## src/hdl/u8d_pkg.sv

```systemverilog
// ----------------------------------------------------------------------------
// UTF-8 decoder package
// Shared types and constants for the UTF-8 code point decoder.
// ----------------------------------------------------------------------------
package u8d_pkg;

  localparam int unsigned ByteW = 8;
  localparam int unsigned CodeW = 21;
  localparam int unsigned KindW = 2;
  localparam int unsigned RemW  = 2;

  // Lead byte class limits and payload masks.
  localparam logic [ByteW-1:0] LeadOneLimit   = 8'h80;
  localparam logic [ByteW-1:0] LeadTwoMax     = 8'hdf;
  localparam logic [ByteW-1:0] LeadThreeMax   = 8'hef;
  localparam logic [ByteW-1:0] LeadFourMax    = 8'hf7;
  localparam logic [ByteW-1:0] MaskOne        = 8'h7f;
  localparam logic [ByteW-1:0] MaskTwo        = 8'h1f;
  localparam logic [ByteW-1:0] MaskThree      = 8'h0f;
  localparam logic [ByteW-1:0] MaskFour       = 8'h07;
  localparam logic [ByteW-1:0] MaskCont       = 8'h3f;
  localparam int unsigned      ContBits       = 6;

  // Continuation bytes still expected after each lead class.
  localparam logic [RemW-1:0] RemNone  = 2'd0;
  localparam logic [RemW-1:0] RemOne   = 2'd1;
  localparam logic [RemW-1:0] RemTwo   = 2'd2;
  localparam logic [RemW-1:0] RemThree = 2'd3;

  // Result kind codes.
  typedef enum logic [KindW-1:0] {
    KIND_CODE    = 2'd0,
    KIND_INVALID = 2'd1,
    KIND_TRUNC   = 2'd2
  } kind_e;

  // One input byte as held in the input register.
  typedef struct packed {
    logic [ByteW-1:0] data_byte;
    logic             end_of_string;
  } in_item_t;

  // One decode result handed to the output register.
  typedef struct packed {
    logic             emit;
    logic [CodeW-1:0] code_point;
    kind_e            kind;
    logic             last_of_string;
  } result_t;

endpackage

```

## src/hdl/u8d_in_reg.sv

```systemverilog
// ----------------------------------------------------------------------------
// UTF-8 decoder input register
// Holds one accepted byte until the decode stage consumes it.
// ----------------------------------------------------------------------------
module u8d_in_reg (
  input  logic              clk_i,
  input  logic              rst_ni,
  input  logic              in_valid_i,
  output logic              in_stall_o,
  input  u8d_pkg::in_item_t item_i,
  input  logic              advance_i,
  output logic              valid_o,
  output u8d_pkg::in_item_t item_o
);

  logic              valid_q;
  u8d_pkg::in_item_t item_q;
  logic              take;

  // The register is free when empty or when its byte moves on this cycle.
  assign in_stall_o = valid_q & ~advance_i;
  assign take       = in_valid_i & ~in_stall_o;

  // Valid flag.
  always_ff @(posedge clk_i or negedge rst_ni) begin
    if (!rst_ni) begin
      valid_q <= 1'b0;
    end else begin
      valid_q <= take | (valid_q & ~advance_i);
    end
  end

  // Payload is loaded on every input transfer.
  always_ff @(posedge clk_i) begin
    if (take) begin
      item_q <= item_i;
    end
  end

  assign valid_o = valid_q;
  assign item_o  = item_q;

endmodule

```

## src/hdl/u8d_decode.sv

```systemverilog
// ----------------------------------------------------------------------------
// UTF-8 decoder core
// Sequence state and the per-byte decode logic.
// ----------------------------------------------------------------------------
module u8d_decode (
  input  logic              clk_i,
  input  logic              rst_ni,
  input  logic              advance_i,
  input  u8d_pkg::in_item_t item_i,
  output u8d_pkg::result_t  result_o
);

  logic [u8d_pkg::RemW-1:0]  rem_q, rem_d;
  logic [u8d_pkg::CodeW-1:0] part_q, part_d;
  logic                      err_q, err_d;

  logic [u8d_pkg::ByteW-1:0] b;
  logic                      eos;
  logic [u8d_pkg::CodeW-1:0] part_next;
  logic [u8d_pkg::RemW-1:0]  rem_next;

  assign b         = item_i.data_byte;
  assign eos       = item_i.end_of_string;
  assign part_next = {part_q[u8d_pkg::CodeW-u8d_pkg::ContBits-1:0],
                      b[u8d_pkg::ContBits-1:0]};
  assign rem_next  = rem_q - u8d_pkg::RemOne;

  // Next state and result for the byte in the input register.
  always_comb begin
    rem_d                   = rem_q;
    part_d                  = part_q;
    err_d                   = err_q;
    result_o.emit           = 1'b0;
    result_o.code_point     = '0;
    result_o.kind           = u8d_pkg::KIND_CODE;
    result_o.last_of_string = eos;

    if (err_q) begin
      // Bytes after an error are dropped until the string ends.
      if (eos) begin
        rem_d  = u8d_pkg::RemNone;
        part_d = '0;
        err_d  = 1'b0;
      end
    end else if (rem_q == u8d_pkg::RemNone) begin
      if (b < u8d_pkg::LeadOneLimit) begin
        // Single-byte character.
        result_o.emit       = 1'b1;
        result_o.code_point = u8d_pkg::CodeW'(b & u8d_pkg::MaskOne);
        if (eos) begin
          part_d = '0;
        end
      end else if (b > u8d_pkg::LeadFourMax) begin
        // Invalid lead byte.
        rem_d               = u8d_pkg::RemNone;
        part_d              = '0;
        err_d               = ~eos;
        result_o.emit       = 1'b1;
        result_o.kind       = u8d_pkg::KIND_INVALID;
      end else begin
        // Multi-byte lead.
        if (b <= u8d_pkg::LeadTwoMax) begin
          part_d = u8d_pkg::CodeW'(b & u8d_pkg::MaskTwo);
          rem_d  = u8d_pkg::RemOne;
        end else if (b <= u8d_pkg::LeadThreeMax) begin
          part_d = u8d_pkg::CodeW'(b & u8d_pkg::MaskThree);
          rem_d  = u8d_pkg::RemTwo;
        end else begin
          part_d = u8d_pkg::CodeW'(b & u8d_pkg::MaskFour);
          rem_d  = u8d_pkg::RemThree;
        end
        if (eos) begin
          rem_d                   = u8d_pkg::RemNone;
          part_d                  = '0;
          result_o.emit           = 1'b1;
          result_o.kind           = u8d_pkg::KIND_TRUNC;
          result_o.last_of_string = 1'b1;
        end
      end
    end else begin
      // Continuation byte: shift in six payload bits.
      if (rem_next == u8d_pkg::RemNone) begin
        rem_d               = u8d_pkg::RemNone;
        part_d              = '0;
        result_o.emit       = 1'b1;
        result_o.code_point = part_next;
      end else if (eos) begin
        rem_d                   = u8d_pkg::RemNone;
        part_d                  = '0;
        result_o.emit           = 1'b1;
        result_o.kind           = u8d_pkg::KIND_TRUNC;
        result_o.last_of_string = 1'b1;
      end else begin
        rem_d  = rem_next;
        part_d = part_next;
      end
    end
  end

  // State moves only when the byte leaves the input register.
  always_ff @(posedge clk_i or negedge rst_ni) begin
    if (!rst_ni) begin
      rem_q  <= u8d_pkg::RemNone;
      part_q <= '0;
      err_q  <= 1'b0;
    end else if (advance_i) begin
      rem_q  <= rem_d;
      part_q <= part_d;
      err_q  <= err_d;
    end
  end

endmodule

```

## src/hdl/u8d_out_reg.sv

```systemverilog
// ----------------------------------------------------------------------------
// UTF-8 decoder output register
// Holds one result until the receiver takes it.
// ----------------------------------------------------------------------------
module u8d_out_reg (
  input  logic                      clk_i,
  input  logic                      rst_ni,
  input  logic                      advance_i,
  input  u8d_pkg::result_t          result_i,
  output logic                      free_o,
  output logic                      out_valid_o,
  input  logic                      out_stall_i,
  output logic [u8d_pkg::CodeW-1:0] code_point_o,
  output logic [u8d_pkg::KindW-1:0] kind_o,
  output logic                      last_of_string_o
);

  logic                      valid_q;
  logic [u8d_pkg::CodeW-1:0] code_q;
  u8d_pkg::kind_e            kind_q;
  logic                      last_q;

  // The register can take a new result when empty or when drained now.
  assign free_o = ~valid_q | ~out_stall_i;

  // Valid flag.
  always_ff @(posedge clk_i or negedge rst_ni) begin
    if (!rst_ni) begin
      valid_q <= 1'b0;
    end else if (advance_i) begin
      valid_q <= result_i.emit;
    end else if (!out_stall_i) begin
      valid_q <= 1'b0;
    end
  end

  // Payload.
  always_ff @(posedge clk_i) begin
    if (advance_i && result_i.emit) begin
      code_q <= result_i.code_point;
      kind_q <= result_i.kind;
      last_q <= result_i.last_of_string;
    end
  end

  assign out_valid_o      = valid_q;
  assign code_point_o     = code_q;
  assign kind_o           = kind_q;
  assign last_of_string_o = last_q;

endmodule

```

## src/hdl/utf8_code_point_decoder.sv

```systemverilog
// ----------------------------------------------------------------------------
// UTF-8 code point decoder
// Decodes a UTF-8 byte stream into code points, one byte per cycle when not stalled.
// ----------------------------------------------------------------------------
// Usage:
//   The input channel carries one byte per transfer, with end_of_string_i
//   set on the last byte of a string. The output channel carries a code
//   point, or an error kind (invalid lead byte, truncated sequence) with a
//   zero code point. Continuation bytes that do not finish a sequence give no
//   result unless the string ends on them, and bytes after an error give none.
//   Both channels transfer when valid is high and stall is low.
//   Throughput: one byte per cycle while neither channel stalls, set by the
//   single decode stage between the input register and the output register.
//   A result is registered in the output register when the byte that completes
//   it leaves the input register, and transfers from there when not stalled.
//   Reset clears the sequence state and both valid flags.
//   When the receiver stalls with a result held, no byte is decoded; the
//   input register takes at most one more byte, then in_stall_o stays high
//   until the held result transfers.
// ----------------------------------------------------------------------------
module utf8_code_point_decoder (
  input  logic                      clk_i,
  input  logic                      rst_ni,
  input  logic                      in_valid_i,
  output logic                      in_stall_o,
  input  logic [u8d_pkg::ByteW-1:0] data_byte_i,
  input  logic                      end_of_string_i,
  output logic                      out_valid_o,
  input  logic                      out_stall_i,
  output logic [u8d_pkg::CodeW-1:0] code_point_o,
  output logic [u8d_pkg::KindW-1:0] kind_o,
  output logic                      last_of_string_o
);

  u8d_pkg::in_item_t in_item;
  u8d_pkg::in_item_t held_item;
  u8d_pkg::result_t  result;
  logic              held_valid;
  logic              out_free;
  logic              advance;

  assign in_item.data_byte     = data_byte_i;
  assign in_item.end_of_string = end_of_string_i;

  // A held byte is decoded when the output register has room.
  assign advance = held_valid & out_free;

  // Input register.
  u8d_in_reg u_in_reg (
    .clk_i      (clk_i),
    .rst_ni     (rst_ni),
    .in_valid_i (in_valid_i),
    .in_stall_o (in_stall_o),
    .item_i     (in_item),
    .advance_i  (advance),
    .valid_o    (held_valid),
    .item_o     (held_item)
  );

  // Decode stage with sequence state.
  u8d_decode u_decode (
    .clk_i     (clk_i),
    .rst_ni    (rst_ni),
    .advance_i (advance),
    .item_i    (held_item),
    .result_o  (result)
  );

  // Output register.
  u8d_out_reg u_out_reg (
    .clk_i            (clk_i),
    .rst_ni           (rst_ni),
    .advance_i        (advance),
    .result_i         (result),
    .free_o           (out_free),
    .out_valid_o      (out_valid_o),
    .out_stall_i      (out_stall_i),
    .code_point_o     (code_point_o),
    .kind_o           (kind_o),
    .last_of_string_o (last_of_string_o)
  );

endmodule

```

## config.mk

```make
export PLATFORM = sky130hd
export DESIGN_NAME = utf8_code_point_decoder
export DESIGN_NICKNAME = d
export VERILOG_FILES = /design/src/hdl/u8d_pkg.sv /design/src/hdl/u8d_in_reg.sv /design/src/hdl/u8d_decode.sv /design/src/hdl/u8d_out_reg.sv /design/src/hdl/utf8_code_point_decoder.sv
export SDC_FILE = /design/constraint.sdc
export NUM_CORES = 1
export LEC_CHECK = 0
export BUFFER_PORTS_ARGS = -buffer_cell sky130_fd_sc_hd__buf_2
export CAP_MARGIN = 5
export CORE_MARGIN = 5
export CORE_UTILIZATION = 57
export CTS_CLUSTER_DIAMETER = 200
export CTS_CLUSTER_SIZE = 20
export DETAILED_ROUTE_END_ITERATION = 6
export GPL_TIMING_DRIVEN = 1
export PLACE_DENSITY = 0.81
export SYNTH_ARGS = -nofsm -noshare
export SYNTH_HDL_FRONTEND = slang
export SYNTH_SLANG_ARGS = --single-unit
```

## constraint.sdc

```tcl
create_clock -name clk_i -period 5.95 [get_ports clk_i]
set_input_delay 0 -clock clk_i [delete_from_list [all_inputs] [get_ports clk_i]]
set_output_delay 0 -clock clk_i [all_outputs]
set_load 0.05 [all_outputs]
```

==> results.txt <==
The run finished with clean final reports. At the end of routability-driven placement, the weighted congestion stood at 0.790. The worst hold path cell count was 3; the pin count of the biggest net entering global routing was 25. The total congestion overflow after global routing came out at 0. TritonCTS built the clock tree.

The clock slew at the register clock pins of the worst setup and hold paths is 0.09 ns, and the post-synthesis instance area is 2150 um2. For this run, the detailed router's first-pass iteration total came to 5. The logs give 0 ns for the sum of negative setup slack and 36.6% for the share of power burned in combinational logic. Static timing analysis puts the maximum clock frequency at 451 MHz.

Of the cells placed in the final design, the portion with a size suffix greater than 1 is 32.0%. Worst-skew pair later-pin latency: 0.30 ns. The average instance in the mapped netlist occupies 14.5 um2. The path with the worst hold slack has its endpoint at u_out_reg.out_valid_o.

Among all flip-flop cells after synthesis, the most frequent one is sky130_fd_sc_hd__edfxtp_1. The largest driver fanout on the critical path was 24; the worst reg2reg path depth was 7. Clock skew on the completed layout was measured at 0.00937 ns.

The number of flops mapped to enable cells by yosys came out at 33. The synthesized design spends more area on one cell type than any other, namely sky130_fd_sc_hd__edfxtp_1. The class of the most critical hold timing path was primary input to register. The number of DRC violations after detailed-routing iteration 0 was 116; the tightest slew margin relative to the limit was 56.0%. Register share of total power: 46.7%.

The initial antenna violation count came out at 0. For this design, the sink count on the clock tree is 53. For the number of global-route vias before repair, the log shows 1452.

After synthesis, flip-flops and latches occupy 69.3% of the total area. The critical path goes through inv_1 -> ha_1 -> nor2_1 -> a31oi_1 -> nor2_1 -> nor3_2 -> buf_4. Ranked by total cell area, the synthesized netlist is headed by sky130_fd_sc_hd__edfxtp_1 46%, sky130_fd_sc_hd__dfrtp_1 23%, sky130_fd_sc_hd__and2_1 5.8%. Setup violations remaining at the end of the flow were counted as 0. Compared with the post-synthesis result, the final layout area differs by 19.1%. The startpoint identified for the worst hold timing path is out_stall_i. At the pin with the least slew margin, the transition time is 0.659 ns. The slowest cell on the critical path was sky130_fd_sc_hd__dfrtp_1.

IR analysis of the VDD net gives a maximum drop of 0.250 mV. The core occupancy in the finished layout is 70.0%. For the final-stage net count, the log shows 214. For this run, the total global-route usage over all layers was measured as 17.6%. The detail route stage leaves a number of antenna-violating nets equal to 0. The logs give 0 for the number of buffers inserted to repair setup after CTS and 163 for the post-synth net total. Cell at the root of the clock tree: sky130_fd_sc_hd__clkbuf_8.

The kind of end point of the critical path was a register. Dominant cell type by count on the critical path: sky130_fd_sc_hd__nor2_1. In the final routed layout, each cell accounts on average for 16.5 um. The synthesized design contains 53 register bits. Dividing total power by cell area gives a power density of 448 nW/um2. The internal portion of the total power is 0.000690 W. The tool flagged a number of max-cap violations equal to 0. The site row count came out at 22.

The overall die width works out to 71.5 um. The critical path is of the register to register type. Across all register-to-register paths, the minimum setup slack is 3.73 ns. The area share of the leading cell type in the synthesized netlist is 46.0%, and the final critical path time including I/O delays and setup is 2.22 ns.

The peak per-stage delay on the critical path was 0.42 ns. The tools report the endpoint of the lowest-slack register-to-register path as u_out_reg.code_point_o[13]. The logs give 5 for the number of buffers created by CTS and 1.08 nW for the static leakage. The longest clock path from root to sink contains 2 buffers.

Data arrival time of the worst path: 2.19 ns. CTS built an H-tree with a depth of 2. The run gives 3660 um2 as the area of the core.

Summed over all nets, the half-perimeter wirelength after detailed placement is 2880 um. The switching portion of total power came out at 40.0%. The category of the worst setup path launch point was a register. The required time reported for the critical path endpoint came out at 5.93 ns. In this run the critical register-to-register path is launched from u_decode.rem_q[1].

The run gives 38 as the distinct cell type count after synthesis. The number of buffer cells added on primary ports was 38. The final period utilization was 37.2%. Yosys printed 0 warnings. The routed design has 4100 um of wire.

The max-slew violation total from the final report was 0. The switching component of the power was 0.000459 W. The logs give 1407 for the detailed-route via count and 16.7% for the clock power share. The initial utilization of the core area, before any placement, comes to 58.8%.

The floorplan step defined a die boundary enclosing 5110 um2. The final number of hold-violating endpoints came out at 0. The vertical extent of the die was 71.5 um.

Vias per cell: 5.67. The first global-routing pass estimated 6990 um of wire. 39 I/O pins were placed.

Setup repair after global routing left no endpoint under its margin. Of all flip-flops after synthesis, the portion carrying an async set or reset was 37.7%. Synthesis produced 148 cells.

The tools report the DRC violation count after routing as 0. 0 antenna diodes ended up in the layout. The number of cells upsized or downsized after cts came out at 0.
state kept, by name, indices dropped and copies added, names as in the netlist:
name and count:
u_in_reg.valid_o 1, u_out_reg.kind_o 2, u_out_reg.code_point_o 21, u_decode.part_q 15, u_out_reg.last_of_string_o 1, u_in_reg.item_o 9
u_out_reg.out_valid_o 1, u_decode.err_q 1, u_decode.rem_q 2
how the worst max path moves through the flow:
stage / startpoint / to / slack (ns) / cells past startpoint
final: u_decode.rem_q[1] / u_out_reg.code_point_o[13] / 3.73 / 7
after global routing: u_decode.rem_q[0] / u_out_reg.code_point_o[18] / 3.54 / 7
after CTS: u_decode.rem_q[0] / u_out_reg.code_point_o[13] / 3.76 / 7
after detailed placement: u_decode.rem_q[0] / u_out_reg.code_point_o[10] / 3.77 / 7
after global placement: u_decode.rem_q[0] / u_out_reg.code_point_o[11] / 3.87 / 7
after floorplan: u_decode.rem_q[0] / u_out_reg.code_point_o[0] / 2.68 / 6
worst max-delay path, delay by kind of cell, from the launching register on:
| kind | cells | cell delay, ns |
|---|---|---|
| and+or+nand+nor | 3 | 0.46 |
| buffers and inverters | 2 | 0.41 |
| adders and majority gates | 1 | 0.38 |
| AOI/OAI and AO/OA | 1 | 0.22 |
| DFF | 1 | 0.42 |
metal layers:
| metal | up-vias | GRT usage [%] | wire (um) |
|---|---|---|---|
| met4 | 0 | 6.26 | 54 |
| met1 | 666 | 21.1 | 1610 |
| met2 | 74 | 30.8 | 2140 |
| li1 | 653 | - | - |
| met5 | - | 0 | 0 |
| met3 | 14 | 4.21 | 289 |
timing repair:
action / 4_1_cts / 5_1_grt
setup endpoints to repair: 0 / 0
hold buffers: 11 / 0
endpoints found under the hold margin: 30 / 0
final cells by class:
| class | count | area (um2) |
|---|---|---|
| multi-input cells | 84 | 602 |
| inverters | 5 | 18.8 |
| well taps | 48 | 60.1 |
| flip-flops and latches | 53 | 1490 |
| fillers | 243 | 1100 |
| clock inverters | 1 | 7.51 |
| repair buffers | 50 | 308 |
| clock buffers | 7 | 76.3 |
cells by family after synthesis:
logic type                 after synthesis  share of synthesized area (%)
AOI/OAI and AO/OA                       31                           12.3
DFF                                     53                           69.3
buffers and inverters                   11                           3.02
adders and majority gates                2                           1.16
and+or+nand+nor                         51                           14.2
layout by cell type, fill, tap and decap left out, types with 3 or more instances in the layout:
cell	synthesis	layout
sky130_fd_sc_hd__a32o_1	4	4
sky130_fd_sc_hd__dfrtp_1	20	20
sky130_fd_sc_hd__edfxtp_1	33	33
sky130_fd_sc_hd__buf_2	1	38
sky130_fd_sc_hd__nor2_1	6	6
sky130_fd_sc_hd__nand2_1	6	6
sky130_fd_sc_hd__o21ai_0	3	3
sky130_fd_sc_hd__clkbuf_8	0	5
sky130_fd_sc_hd__and2_1	20	20
sky130_fd_sc_hd__a22o_2	10	10
sky130_fd_sc_hd__inv_1	5	5
sky130_fd_sc_hd__dlygate4sd3_1	0	11
sky130_fd_sc_hd__a21oi_1	4	4
cell usage after synthesis, types with 2 or more instances:
master                     number
sky130_fd_sc_hd__a21oi_1        4
sky130_fd_sc_hd__a22o_2        10
sky130_fd_sc_hd__a31o_2         2
sky130_fd_sc_hd__a32o_1         4
sky130_fd_sc_hd__a32oi_1        2
sky130_fd_sc_hd__and2_1        20
sky130_fd_sc_hd__and3_1         2
sky130_fd_sc_hd__clkbuf_1       2
sky130_fd_sc_hd__dfrtp_1       20
sky130_fd_sc_hd__edfxtp_1      33
sky130_fd_sc_hd__ha_1           2
sky130_fd_sc_hd__inv_1          5
sky130_fd_sc_hd__nand2_1        6
sky130_fd_sc_hd__nand3_1        2
sky130_fd_sc_hd__nor2_1         6
sky130_fd_sc_hd__nor3_1         3
sky130_fd_sc_hd__nor3b_1        2
sky130_fd_sc_hd__o21ai_0        3
stage by stage:
| stage | area [um2] | worst slack [ns] | total power (W) | instances | hold WS [ns] |
|---|---|---|---|---|---|
| 2_1_floorplan | 2150 | 2.68 | 0.000866 | 148 | -0.296 |
| 3_5_place_dp | 2370 | 3.77 | 0.000959 | 229 | -0.0260 |
| 3_3_place_gp | 2370 | 3.87 | 0.000942 | 229 | -0.0355 |
| 6_report | 2560 | 3.73 | 0.00115 | 248 | 0.0182 |
| 4_1_cts | 2560 | 3.76 | 0.00116 | 248 | 0.00733 |
| 5_1_grt | 2560 | 3.54 | 0.00121 | 248 | 0.0632 |
power by group through the flow:
stage / registers [W] / logic, W / clock network, W
floorplan: 0.000686 / 0.000180 / 0
global placement: 0.000539 / 0.000403 / 0
detailed placement: 0.000545 / 0.000415 / 0
CTS: 0.000537 / 0.000421 / 0.000198
global route: 0.000547 / 0.000452 / 0.000210
finish: 0.000537 / 0.000420 / 0.000192
(Power assumes the default switching activity.)
